File: config.mk
export PLATFORM = sky130hd
export DESIGN_NAME = decoder_command_port_table_loader_top
export DESIGN_NICKNAME = d
export VERILOG_FILES = /design/src/sv/dcpt_pkg.sv /design/src/sv/dcpt_ram.sv /design/src/sv/dcpt_front.sv /design/src/sv/dcpt_back.sv /design/src/sv/decoder_command_port_table_loader_top.sv
export SDC_FILE = /design/constraint.sdc
export NUM_CORES = 2
export LEC_CHECK = 0
export BUFFER_PORTS_ARGS = -buffer_cell sky130_fd_sc_hd__buf_2
export CAP_MARGIN = 20
export CORE_AREA = 5 5 889 627
export CTS_CLUSTER_SIZE = 20
export DETAILED_ROUTE_END_ITERATION = 12
export DIE_AREA = 0 0 894 632
export GPL_TIMING_DRIVEN = 0
export SYNTH_ARGS = -nofsm -noshare
export SYNTH_HDL_FRONTEND = slang
export SYNTH_HIERARCHICAL = 1
export SYNTH_SLANG_ARGS = --single-unit
File: constraint.sdc
create_clock -name clk_i -period 4.9 [get_ports clk_i]
set_input_delay 0.98 -clock clk_i [delete_from_list [all_inputs] [get_ports clk_i]]
set_output_delay 0.98 -clock clk_i [all_outputs]
set_load 0.005 [all_outputs]
File: src/sv/dcpt_pkg.sv
// ----------------------------------------------------------------------------
// Command port package
// Shared types, command codes and sizes for the command port and its
// table loader.
// ----------------------------------------------------------------------------
`default_nettype none

package dcpt_pkg;

  // Default depth of the parameter FIFO, in 32-bit words.
  localparam int unsigned FIFO_DEPTH_DEF = 32;

  // Entries in each of the light, color and scale tables.
  localparam int unsigned TABLE_ENTRIES = 64;
  localparam int unsigned IDX_W         = $clog2(TABLE_ENTRIES);
  // The light and color tables are stored four bytes to a row, the scale
  // table two halfwords to a row.
  localparam int unsigned BYTE_ROWS     = TABLE_ENTRIES / 4;
  localparam int unsigned HALF_ROWS     = TABLE_ENTRIES / 2;
  localparam int unsigned BYTE_ROW_W    = $clog2(BYTE_ROWS);
  localparam int unsigned HALF_ROW_W    = $clog2(HALF_ROWS);

  // Command codes carried in bits 31..29 of a command word.
  localparam logic [2:0] CMD_DECODE = 3'd1;
  localparam logic [2:0] CMD_LIGHT  = 3'd2;
  localparam logic [2:0] CMD_SCALE  = 3'd3;

  // Table selects for a readback.
  localparam logic [1:0] SEL_LIGHT = 2'd0;
  localparam logic [1:0] SEL_COLOR = 2'd1;
  localparam logic [1:0] SEL_SCALE = 2'd2;

  // Port operations.
  typedef enum logic [1:0] {
    OP_STATUS = 2'd0,
    OP_DATA   = 2'd1,
    OP_CTRL   = 2'd2,
    OP_TREAD  = 2'd3
  } op_kind_e;

  // One classified port operation, as it travels from front to back.
  typedef struct packed {
    op_kind_e               kind;
    logic [31:0]            data;
    logic [1:0]             sel;
    logic [IDX_W-1:0]       idx;
    logic [2:0]             code;     // command code of a command word
    logic [3:0]             fmt;      // output format bits of a command word
    logic [15:0]            wr_init;  // words remaining once the word is taken
    logic                   starts;   // the command word starts a run
  } op_t;

endpackage

`default_nettype wire

File: src/sv/dcpt_ram.sv
// ----------------------------------------------------------------------------
// Generic RAM
// One write port and one read port with a registered, enabled read.
// ----------------------------------------------------------------------------
`default_nettype none

module dcpt_ram #(
  parameter int unsigned WIDTH = 32,
  parameter int unsigned DEPTH = dcpt_pkg::FIFO_DEPTH_DEF,
  localparam int unsigned AW   = (DEPTH > 1) ? $clog2(DEPTH) : 1
) (
  input  wire logic             clk_i,
  input  wire logic             we_i,
  input  wire logic [AW-1:0]    waddr_i,
  input  wire logic [WIDTH-1:0] wdata_i,
  input  wire logic             re_i,
  input  wire logic [AW-1:0]    raddr_i,
  output logic      [WIDTH-1:0] rdata_o
);

  logic [WIDTH-1:0] mem_q [DEPTH];

  always_ff @(posedge clk_i) begin
    if (we_i) begin
      mem_q[waddr_i] <= wdata_i;
    end
    if (re_i) begin
      rdata_o <= mem_q[raddr_i];
    end
  end

endmodule

`default_nettype wire

File: src/sv/dcpt_front.sv
// ----------------------------------------------------------------------------
// Command port front end
// Takes port transfers, decodes command word fields and queues the
// classified operation for the back end in a two-entry queue.
// ----------------------------------------------------------------------------
`default_nettype none

module dcpt_front (
  input  wire logic                        clk_i,
  input  wire logic                        rst_ni,
  input  wire logic                        in_valid_i,
  output logic                             in_stall_o,
  input  wire logic [1:0]                  cmd_i,
  input  wire logic [31:0]                 wdata_i,
  input  wire logic [1:0]                  table_sel_i,
  input  wire logic [dcpt_pkg::IDX_W-1:0]  table_index_i,
  output logic                             head_valid_o,
  output dcpt_pkg::op_t                    head_o,
  input  wire logic                        pop_i
);

  dcpt_pkg::op_t op;
  dcpt_pkg::op_t q_mem_q [2];
  logic          wr_ptr_q, rd_ptr_q;
  logic [1:0]    cnt_q;
  logic          push;

  // Decode the command word fields up front; they do not depend on state.
  always_comb begin
    op.kind = dcpt_pkg::op_kind_e'(cmd_i);
    op.data = wdata_i;
    op.sel  = table_sel_i;
    op.idx  = table_index_i;
    op.code = wdata_i[31:29];
    op.fmt  = wdata_i[28:25];
    case (wdata_i[31:29])
      dcpt_pkg::CMD_LIGHT:  op.wr_init = wdata_i[0] ? 16'd31 : 16'd15;
      dcpt_pkg::CMD_SCALE:  op.wr_init = 16'd31;
      dcpt_pkg::CMD_DECODE: op.wr_init = wdata_i[15:0] - 16'd1;
      default:              op.wr_init = wdata_i[15:0];
    endcase
    op.starts = wdata_i[31:29] inside {dcpt_pkg::CMD_DECODE, dcpt_pkg::CMD_LIGHT,
                                       dcpt_pkg::CMD_SCALE};
  end

  assign in_stall_o   = (cnt_q == 2'd2);
  assign push         = in_valid_i && !in_stall_o;
  assign head_valid_o = (cnt_q != 2'd0);
  assign head_o       = q_mem_q[rd_ptr_q];

  always_ff @(posedge clk_i or negedge rst_ni) begin
    if (!rst_ni) begin
      wr_ptr_q <= 1'b0;
      rd_ptr_q <= 1'b0;
      cnt_q    <= 2'd0;
    end else begin
      if (push) begin
        wr_ptr_q <= !wr_ptr_q;
      end
      if (pop_i) begin
        rd_ptr_q <= !rd_ptr_q;
      end
      cnt_q <= cnt_q + {1'b0, push} - {1'b0, pop_i};
    end
  end

  always_ff @(posedge clk_i) begin
    if (push) begin
      q_mem_q[wr_ptr_q] <= op;
    end
  end

endmodule

`default_nettype wire

File: src/sv/dcpt_back.sv
// ----------------------------------------------------------------------------
// Command port back end
// Holds the command state, the parameter FIFO and the three tables, carries
// out queued operations and drives the result register.
// ----------------------------------------------------------------------------
`default_nettype none

module dcpt_back #(
  parameter int unsigned FIFO_DEPTH = dcpt_pkg::FIFO_DEPTH_DEF
) (
  input  wire logic          clk_i,
  input  wire logic          rst_ni,
  input  wire logic          head_valid_i,
  input  wire dcpt_pkg::op_t head_i,
  output logic               pop_o,
  output logic               out_valid_o,
  input  wire logic          out_stall_i,
  output logic [31:0]        rdata_o,
  output logic               error_o
);

  localparam int unsigned CW = $clog2(FIFO_DEPTH + 1);
  localparam int unsigned AW = $clog2(FIFO_DEPTH);
  localparam int unsigned BRW = dcpt_pkg::BYTE_ROW_W;
  localparam int unsigned HRW = dcpt_pkg::HALF_ROW_W;

  localparam logic [1:0] ST_IDLE  = 2'd0;
  localparam logic [1:0] ST_DRAIN = 2'd1;
  localparam logic [1:0] ST_PUSH  = 2'd2;
  localparam logic [1:0] ST_RESP  = 2'd3;

  typedef enum logic [1:0] {
    DK_NONE        = 2'd0,
    DK_LIGHT       = 2'd1,
    DK_LIGHT_COLOR = 2'd2,
    DK_SCALE       = 2'd3
  } drain_e;

  typedef struct packed {
    logic   err;
    drain_e dk;
  } exec_plan_t;

  // Decides what running the pending command on n FIFO words does.
  function automatic exec_plan_t plan_exec(logic [2:0] code, logic n16, logic n32);
    exec_plan_t p;
    p.err = 1'b0;
    p.dk  = DK_NONE;
    case (code)
      dcpt_pkg::CMD_DECODE: p.err = !n32;
      dcpt_pkg::CMD_LIGHT: begin
        if (n16) begin
          p.dk = DK_LIGHT;
        end else if (n32) begin
          p.dk = DK_LIGHT_COLOR;
        end else begin
          p.err = 1'b1;
        end
      end
      dcpt_pkg::CMD_SCALE: begin
        if (n32) begin
          p.dk = DK_SCALE;
        end else begin
          p.err = 1'b1;
        end
      end
      default: p = p;
    endcase
    return p;
  endfunction

  // Control and command state.
  logic [1:0]    state_q, state_d;
  logic [2:0]    code_q, code_d;
  logic [3:0]    fmt_q, fmt_d;
  logic [15:0]   wr_q, wr_d;
  logic          running_q, running_d;
  logic          ien_q, ien_d;
  logic          b18_q, b18_d;
  logic [CW-1:0] cnt_q, cnt_d;
  logic [4:0]    k_q, k_d;
  drain_e        dk_q, dk_d;
  logic          ret_push_q, ret_push_d;
  logic          out_valid_q, out_valid_d;
  logic          tw_v_q;

  // Payload registers.
  dcpt_pkg::op_t op_q, op_d;
  logic [31:0]   res_rdata_q, res_rdata_d;
  logic          res_err_q, res_err_d;
  logic          tvld_q, tvld_d;
  logic [4:0]    tw_k_q;
  logic [31:0]   rdata_q, rdata_d;
  logic          error_q, error_d;

  logic [dcpt_pkg::BYTE_ROWS-1:0] light_vld_q, color_vld_q;
  logic [dcpt_pkg::HALF_ROWS-1:0] scale_vld_q;

  exec_plan_t  plan_pre, plan_post;
  logic        full, out_free, tread_re, last_k;
  logic [31:0] status, tread_data, fifo_rd, light_rd, color_rd, scale_rd;
  logic        light_we, color_we, scale_we;

  assign full     = (cnt_q == CW'(FIFO_DEPTH));
  assign out_free = !out_valid_q || !out_stall_i;
  assign last_k   = (dk_q == DK_LIGHT) ? (k_q == 5'd15) : (k_q == 5'd31);
  assign tread_re = (state_q == ST_IDLE) && head_valid_i && (head_i.kind == dcpt_pkg::OP_TREAD);

  // A full FIFO runs the command on all its words; the last parameter runs
  // it on the count plus the word being pushed.
  assign plan_pre  = plan_exec(code_q, cnt_q == CW'(16), cnt_q == CW'(32));
  assign plan_post = plan_exec(code_q, cnt_q == CW'(15), cnt_q == CW'(31));

  always_comb begin
    status        = '0;
    status[31]    = 1'b1;
    status[30]    = full;
    status[29]    = running_q;
    status[28]    = ien_q && running_q && !full;
    status[26:23] = fmt_q;
    status[18]    = b18_q;
    status[15:0]  = wr_q;
  end

  // Table writes come in the cycle after the FIFO read of the drain.
  assign light_we = tw_v_q && ((dk_q == DK_LIGHT) || ((dk_q == DK_LIGHT_COLOR) && !tw_k_q[4]));
  assign color_we = tw_v_q && (dk_q == DK_LIGHT_COLOR) && tw_k_q[4];
  assign scale_we = tw_v_q && (dk_q == DK_SCALE);

  dcpt_ram #(.WIDTH(32), .DEPTH(FIFO_DEPTH)) u_fifo_ram (
    .clk_i   (clk_i),
    .we_i    (state_q == ST_PUSH),
    .waddr_i (cnt_q[AW-1:0]),
    .wdata_i (op_q.data),
    .re_i    (state_q == ST_DRAIN),
    .raddr_i (AW'(k_q)),
    .rdata_o (fifo_rd)
  );

  dcpt_ram #(.WIDTH(32), .DEPTH(dcpt_pkg::BYTE_ROWS)) u_light_ram (
    .clk_i   (clk_i),
    .we_i    (light_we),
    .waddr_i (tw_k_q[BRW-1:0]),
    .wdata_i (fifo_rd),
    .re_i    (tread_re),
    .raddr_i (head_i.idx[dcpt_pkg::IDX_W-1:2]),
    .rdata_o (light_rd)
  );

  dcpt_ram #(.WIDTH(32), .DEPTH(dcpt_pkg::BYTE_ROWS)) u_color_ram (
    .clk_i   (clk_i),
    .we_i    (color_we),
    .waddr_i (tw_k_q[BRW-1:0]),
    .wdata_i (fifo_rd),
    .re_i    (tread_re),
    .raddr_i (head_i.idx[dcpt_pkg::IDX_W-1:2]),
    .rdata_o (color_rd)
  );

  dcpt_ram #(.WIDTH(32), .DEPTH(dcpt_pkg::HALF_ROWS)) u_scale_ram (
    .clk_i   (clk_i),
    .we_i    (scale_we),
    .waddr_i (tw_k_q[HRW-1:0]),
    .wdata_i (fifo_rd),
    .re_i    (tread_re),
    .raddr_i (head_i.idx[dcpt_pkg::IDX_W-1:1]),
    .rdata_o (scale_rd)
  );

  // Readback value; a row never written reads as zero.
  always_comb begin
    tread_data = '0;
    if (tvld_q) begin
      case (op_q.sel)
        dcpt_pkg::SEL_LIGHT: tread_data = 32'(light_rd[{op_q.idx[1:0], 3'b000} +: 8]);
        dcpt_pkg::SEL_COLOR: tread_data = 32'(color_rd[{op_q.idx[1:0], 3'b000} +: 8]);
        dcpt_pkg::SEL_SCALE: tread_data = 32'(scale_rd[{op_q.idx[0], 4'b0000} +: 16]);
        default:             tread_data = '0;
      endcase
    end
  end

  always_comb begin
    state_d     = state_q;
    code_d      = code_q;
    fmt_d       = fmt_q;
    wr_d        = wr_q;
    running_d   = running_q;
    ien_d       = ien_q;
    b18_d       = b18_q;
    cnt_d       = cnt_q;
    k_d         = k_q;
    dk_d        = dk_q;
    ret_push_d  = ret_push_q;
    op_d        = op_q;
    res_rdata_d = res_rdata_q;
    res_err_d   = res_err_q;
    tvld_d      = tvld_q;
    out_valid_d = out_valid_q && out_stall_i;
    rdata_d     = rdata_q;
    error_d     = error_q;
    pop_o       = 1'b0;

    case (state_q)
      ST_IDLE: begin
        if (head_valid_i) begin
          pop_o       = 1'b1;
          op_d        = head_i;
          res_rdata_d = '0;
          res_err_d   = 1'b0;
          state_d     = ST_RESP;
          case (head_i.kind)
            dcpt_pkg::OP_STATUS: res_rdata_d = status;
            dcpt_pkg::OP_DATA: begin
              if (running_q) begin
                state_d = ST_PUSH;
                if (full) begin
                  res_err_d = plan_pre.err;
                  cnt_d     = '0;
                  if (plan_pre.dk != DK_NONE) begin
                    dk_d       = plan_pre.dk;
                    k_d        = '0;
                    ret_push_d = 1'b1;
                    state_d    = ST_DRAIN;
                  end
                end
              end else begin
                code_d    = head_i.code;
                fmt_d     = head_i.fmt;
                wr_d      = head_i.wr_init;
                running_d = head_i.starts;
              end
            end
            dcpt_pkg::OP_CTRL: begin
              ien_d = head_i.data[30];
              if (head_i.data[31]) begin
                b18_d     = 1'b1;
                cnt_d     = '0;
                code_d    = '0;
                fmt_d     = '0;
                wr_d      = '0;
                running_d = 1'b0;
                ien_d     = 1'b0;
              end
            end
            dcpt_pkg::OP_TREAD: begin
              case (head_i.sel)
                dcpt_pkg::SEL_LIGHT: tvld_d = light_vld_q[head_i.idx[dcpt_pkg::IDX_W-1:2]];
                dcpt_pkg::SEL_COLOR: tvld_d = color_vld_q[head_i.idx[dcpt_pkg::IDX_W-1:2]];
                dcpt_pkg::SEL_SCALE: tvld_d = scale_vld_q[head_i.idx[dcpt_pkg::IDX_W-1:1]];
                default:             tvld_d = 1'b0;
              endcase
            end
            default: state_d = ST_RESP;
          endcase
        end
      end
      ST_DRAIN: begin
        k_d = k_q + 5'd1;
        if (last_k) begin
          state_d = ret_push_q ? ST_PUSH : ST_RESP;
        end
      end
      ST_PUSH: begin
        wr_d    = wr_q - 16'd1;
        state_d = ST_RESP;
        if (wr_q == 16'd0) begin
          running_d = 1'b0;
          cnt_d     = '0;
          res_err_d = res_err_q || plan_post.err;
          if (plan_post.dk != DK_NONE) begin
            dk_d       = plan_post.dk;
            k_d        = '0;
            ret_push_d = 1'b0;
            state_d    = ST_DRAIN;
          end
        end else begin
          cnt_d = cnt_q + CW'(1);
        end
      end
      ST_RESP: begin
        if (out_free) begin
          out_valid_d = 1'b1;
          rdata_d     = (op_q.kind == dcpt_pkg::OP_TREAD) ? tread_data : res_rdata_q;
          error_d     = res_err_q;
          state_d     = ST_IDLE;
        end
      end
      default: state_d = ST_IDLE;
    endcase
  end

  always_ff @(posedge clk_i or negedge rst_ni) begin
    if (!rst_ni) begin
      state_q     <= ST_IDLE;
      code_q      <= '0;
      fmt_q       <= '0;
      wr_q        <= '0;
      running_q   <= 1'b0;
      ien_q       <= 1'b0;
      b18_q       <= 1'b0;
      cnt_q       <= '0;
      k_q         <= '0;
      dk_q        <= DK_NONE;
      ret_push_q  <= 1'b0;
      out_valid_q <= 1'b0;
      tw_v_q      <= 1'b0;
      light_vld_q <= '0;
      color_vld_q <= '0;
      scale_vld_q <= '0;
    end else begin
      state_q     <= state_d;
      code_q      <= code_d;
      fmt_q       <= fmt_d;
      wr_q        <= wr_d;
      running_q   <= running_d;
      ien_q       <= ien_d;
      b18_q       <= b18_d;
      cnt_q       <= cnt_d;
      k_q         <= k_d;
      dk_q        <= dk_d;
      ret_push_q  <= ret_push_d;
      out_valid_q <= out_valid_d;
      tw_v_q      <= (state_q == ST_DRAIN);
      if (light_we) begin
        light_vld_q[tw_k_q[BRW-1:0]] <= 1'b1;
      end
      if (color_we) begin
        color_vld_q[tw_k_q[BRW-1:0]] <= 1'b1;
      end
      if (scale_we) begin
        scale_vld_q[tw_k_q[HRW-1:0]] <= 1'b1;
      end
    end
  end

  always_ff @(posedge clk_i) begin
    op_q        <= op_d;
    res_rdata_q <= res_rdata_d;
    res_err_q   <= res_err_d;
    tvld_q      <= tvld_d;
    tw_k_q      <= k_q;
    rdata_q     <= rdata_d;
    error_q     <= error_d;
  end

  assign out_valid_o = out_valid_q;
  assign rdata_o     = rdata_q;
  assign error_o     = error_q;

`ifndef SYNTHESIS
  a_tw_after_drain: assert property (@(posedge clk_i) disable iff (!rst_ni)
    tw_v_q |-> $past(state_q == ST_DRAIN))
    else $error("table write without a preceding drain read");

  a_idle_fifo_empty: assert property (@(posedge clk_i) disable iff (!rst_ni)
    !running_q |-> (cnt_q == '0))
    else $error("parameter FIFO holds words while no command runs");

  a_finish_empties: assert property (@(posedge clk_i) disable iff (!rst_ni)
    (state_q == ST_PUSH && wr_q == 16'd0) |=> (cnt_q == '0 && !running_q))
    else $error("last parameter did not end the command");

  a_result_from_resp: assert property (@(posedge clk_i) disable iff (!rst_ni)
    $rose(out_valid_q) |-> $past(state_q == ST_RESP))
    else $error("result loaded outside the response step");
`endif

endmodule

`default_nettype wire

File: src/sv/decoder_command_port_table_loader_top.sv
// ----------------------------------------------------------------------------
// Decoder command port and table loader
// Command/parameter port of a macroblock decoder with its light, color and
// scale table loader, status packing and table readback.
// ----------------------------------------------------------------------------
//
//   Channel   Direction  Handshake                 Payload
//   -------   ---------  ------------------------  ---------------------------
//   in        slave      in_valid_i / in_stall_o   cmd_i, wdata_i, table_sel_i,
//                                                  table_index_i
//   out       master     out_valid_o / out_stall_i rdata_o, error_o
//
// A status read, control write, command word or table readback passes the back
// end's idle and response states; a parameter also passes the push state, which
// writes the parameter FIFO. A transfer is accepted into the front queue while
// earlier ones are carried out. A parameter that runs a table command, as the
// last one or because it finds the FIFO full, adds a drain of 16 or 32 FIFO
// words, one word per cycle through the FIFO memory's single read port. A
// parameter drains at most once, since after a full FIFO runs it holds a
// single word. Reset is asynchronous and active low; the tables read as zero
// until first loaded. A stalled result waits in the output register, and the
// two-entry queue stalls the input only when it is full.
// ----------------------------------------------------------------------------
`default_nettype none

module decoder_command_port_table_loader_top #(
  parameter int unsigned FIFO_DEPTH = dcpt_pkg::FIFO_DEPTH_DEF
) (
  input  wire logic                        clk_i,
  input  wire logic                        rst_ni,
  input  wire logic                        in_valid_i,
  output logic                             in_stall_o,
  input  wire logic [1:0]                  cmd_i,
  input  wire logic [31:0]                 wdata_i,
  input  wire logic [1:0]                  table_sel_i,
  input  wire logic [dcpt_pkg::IDX_W-1:0]  table_index_i,
  output logic                             out_valid_o,
  input  wire logic                        out_stall_i,
  output logic [31:0]                      rdata_o,
  output logic                             error_o
);

  // Classified operations waiting for the back end.
  logic          head_valid;
  dcpt_pkg::op_t head;
  logic          pop;

  // The front end decodes and queues each transfer, so it takes transfers until
  // its queue is full while the back end drains the parameter FIFO into a table.
  dcpt_front u_front (
    .clk_i         (clk_i),
    .rst_ni        (rst_ni),
    .in_valid_i    (in_valid_i),
    .in_stall_o    (in_stall_o),
    .cmd_i         (cmd_i),
    .wdata_i       (wdata_i),
    .table_sel_i   (table_sel_i),
    .table_index_i (table_index_i),
    .head_valid_o  (head_valid),
    .head_o        (head),
    .pop_i         (pop)
  );

  // The back end owns all command state, the parameter FIFO and the tables,
  // and returns exactly one result per operation through its output register.
  dcpt_back #(.FIFO_DEPTH(FIFO_DEPTH)) u_back (
    .clk_i        (clk_i),
    .rst_ni       (rst_ni),
    .head_valid_i (head_valid),
    .head_i       (head),
    .pop_o        (pop),
    .out_valid_o  (out_valid_o),
    .out_stall_i  (out_stall_i),
    .rdata_o      (rdata_o),
    .error_o      (error_o)
  );

endmodule

`default_nettype wire

==> impl_metrics.ini <==
[die]
die_h_um = 632
row_count = 228
die_w_um = 894
die-area_mm2 = 0.565
top_level_ports = 81
start_util = 0.249
core_area_mm2 = 0.548

[clocking]
cts.clk_slew.worst_paths_ns = 0.06
cts_buffers = 333
post-cts-setup-buffer-count = 0
h-tree-depth = 5
clockBufferDepth = 4
cts_tree = done
insertion_delay_ns = 0.92
numClockSinks = 3526
cts_root_buf = clkbuf_16

[timing]
drv_slew = 0
tightest_slew_ns = 1.32
finalWorstPathRequiredPeriod_ns = 4.80
setup_viol = 0
maxSlewHeadroom = 0.114
period_share = 0.979
finalHoldViolCount = 0
rsz0062_at_grt = false
fmax_ghz = 0.208
clock_skew_ns = 0.0674

[synthesis]
avgSynthCellArea_um2 = 18.8
synth_cells = 7244
ys_seq_area_frac = 0.772
syn_area_mm2 = 0.136
synth_edf_count = 3409
synthArstFlopShare = 0.0318
synth_cell_types = 70
ys.warnings.count = 6
synth-seq-cells = 3526
ys.flop_type = edfxtp_1

[hold_path]
holdPathStages = 1
hold_class = input port to flip-flop

[route]
wl_per_cell_um = 24.4
vias = 73200
first_iter_violations = 9672
ant_nets = 0
drcViolationCount = 0
drt_pass1_iterations = 5
routed_wl_um = 379000
vias_per_cell = 4.70

[placement]
hpwl_um = 262000
gp_congestion = 0.822
port_buffers = 73
place_area_mm2 = 0.152

[grt]
antenna_found_initial = 28
grt-ovfl-total = 0
busiest_layer = met1
grt_pass1_vias = 68300
grt_pass1_wl_um = 529000
grtUsageMet3 = 0.0327
globalRouteTotalUtil = 0.129
use_met2 = 0.180
grt_start_max_net_pins = 73
use_met1 = 0.199

[setup_path]
cpPeakStageDelay_ns = 0.71
crit_chain = clkbuf_1, buf_4, mux2_2, clkbuf_1, clkbuf_1, mux4_2, nand3b_1, nand4_1, a31oi_1, o21ai_0
critPathMostFrequentCell = clkbuf_1
crit_buf_inv = 4
path_depth = 10
crit_type = flip-flop to flip-flop
cp.arrival_ns = 5.39
cp_max_fo = 10
cp-start-kind = flip-flop
reg2reg_depth = 10
critPathCaptureType = flip-flop
cp_slowest_cell = a31oi_1
worstPathRequired_ns = 5.50
cp_top_family = buffers and inverters

[final_layout]
drive_above_1_share = 0.187
syn_to_final_growth_pct = 19.9
final_net_count = 7976
final_cell_area_mm2 = 0.164
post-route-util = 0.298

[power_and_ir_drop]
p_leak_nw = 54.4
ir_drop_mv = 0.347
p_per_area_mw_per_mm2 = 575

[flow_run]
maxCapViolCount = 0

[run_status]
outcome = finished clean
[Yosys cell counts (all sizes together), types with 24 or more instances]
| library cell | count | share of area |
|---|---|---|
| nor3 | 91 | 0.0033 |
| nand3 | 223 | 0.0082 |
| buf | 254 | 0.012 |
| mux2 | 71 | 0.0059 |
| mux2i | 1045 | 0.077 |
| a21oi | 216 | 0.0080 |
| a22oi | 328 | 0.018 |
| dfrtp | 112 | 0.021 |
| o21bai | 39 | 0.0021 |
| a31oi | 82 | 0.0038 |
| a21o | 24 | 0.0013 |
| edfxtp | 3409 | 0.75 |
| clkbuf | 148 | 0.0042 |
| mux4 | 288 | 0.048 |
| a22o | 148 | 0.0095 |
| and2 | 30 | 0.0014 |
| o21ai | 63 | 0.0023 |
| nand2 | 322 | 0.0089 |
| nor2 | 149 | 0.0041 |
[registers in the layout (all words and copies together), names as in the netlist, 32 cells and up]
| register | flops |
|---|---|
| u_back/u_scale_ram/rdata_o | 32 |
| u_back/u_scale_ram/mem_q | 1024 |
| u_front/q_mem_q | 118 |
| u_back/u_fifo_ram/mem_q | 1024 |
| u_back/u_color_ram/rdata_o | 32 |
| u_back/u_light_ram/mem_q | 512 |
| u_back/u_color_ram/mem_q | 512 |
| u_back/op_q | 38 |
| u_back/scale_vld_q | 32 |
| u_back/u_fifo_ram/rdata_o | 32 |
| u_back/u_light_ram/rdata_o | 32 |
[cells by family after synthesis]
group | Yosys count | share of synthesized area
and+or+nand+nor | 932 | 0.0322
buffers and inverters | 427 | 0.0173
AOI/OAI and AO/OA | 938 | 0.0474
other | 1 | 0.0000275
adders and majority gates | 8 | 0.000734
DFF | 3526 | 0.772
xor gates and xnor gates | 8 | 0.000514
muxes | 1404 | 0.130
[worst reg2reg max path, cell delays in order, from the launching register on]
cell and delay [ns]:
dfrtp_1 0.33, clkbuf_1 0.24, buf_4 0.48, mux2_2 0.70, clkbuf_1 0.56, clkbuf_1 0.54
mux4_2 0.41, nand3b_1 0.13, nand4_1 0.18, a31oi_1 0.71, o21ai_0 0.22
[metal layers]
layer / part of all wire / vias up
li1: - / 30600
met1: 0.46 / 38500
met2: 0.41 / 3587
met3: 0.11 / 474
met4: 0.021 / 6
met5: 0.00012 / -
[placed cells by master (no fill, tap or decap), types with 59 or more instances in the layout]
cell          n
mux2_2       71
a22oi_1     328
buf_12       86
dfrtp_1     112
nand3_1     223
a21oi_1     214
buf_16      134
buf_2       153
clkinv_2     61
nor2_1       59
a31oi_1      82
a22o_1      148
clkinv_1     63
mux2i_1    1045
nor3_1       83
nor2_4       90
clkbuf_1    203
nand2_1     322
mux4_2      285
buf_4       107
clkbuf_16   344
edfxtp_1   3409
[stage by stage]
| stage | setup slack [ns] | total power [mW] | hold WS, ns | TNS, ns | instances |
|---|---|---|---|---|---|
| after floorplan | 0.681 | 53.6 | 0.420 | 0 | 7250 |
| after global placement | -3.01 | 65.5 | 0.435 | -2308.16 | 14700 |
| after detailed placement | -0.0375 | 68.2 | 0.439 | -0.0375 | 14900 |
| after CTS | 0.104 | 94.2 | 0.179 | 0 | 15500 |
| after global routing | 0.0288 | 97.2 | 0.210 | 0 | 15500 |
| final | 0.103 | 94.1 | 0.256 | 0 | 15600 |
[power by group]
group	internal [mW]	total, mW	switching (mW)
combinational	10.1	28.7	18.6
sequential	37.6	39.4	1.76
clock	14.9	26.0	11.1
total	62.6	94.1	31.5
[path summary, 6_finish.rpt]
kind | from | endpoint | slack [ns]
hold / removal | wdata_i[16] | u_front/q_mem_q[0][48] | 0.26
setup / recovery | u_front/rd_ptr_q | u_back/tvld_q | 0.10
min in group asynchronous | rst_ni | u_front/wr_ptr_q | 0.59
setup reg to reg | u_front/rd_ptr_q | u_back/tvld_q | 0.10
max in group asynchronous | rst_ni | u_back/wr_q[13] | 3.44
hold reg to reg | u_back/color_vld_q[13] | u_back/color_vld_q[13] | 0.45
[timing repair]
action	in CTS	in global routing
endpoints found under the hold margin	27	0
setup endpoints to repair	1	8
hold buffers	1	0
resized for setup	1	1
[cell type report]
type	count	area (um2)
fill	53100	384000
sequential	3526	105000
multi-input combinational	3297	29600
tap	7360	9210
clock buffer	409	8910
timing repair buffer	337	6310
buffer	402	2270
clock inverter	192	1910
inverter	25	96.3
antenna	12	30.0
Note: power is estimated with default switching activity, not from simulation.
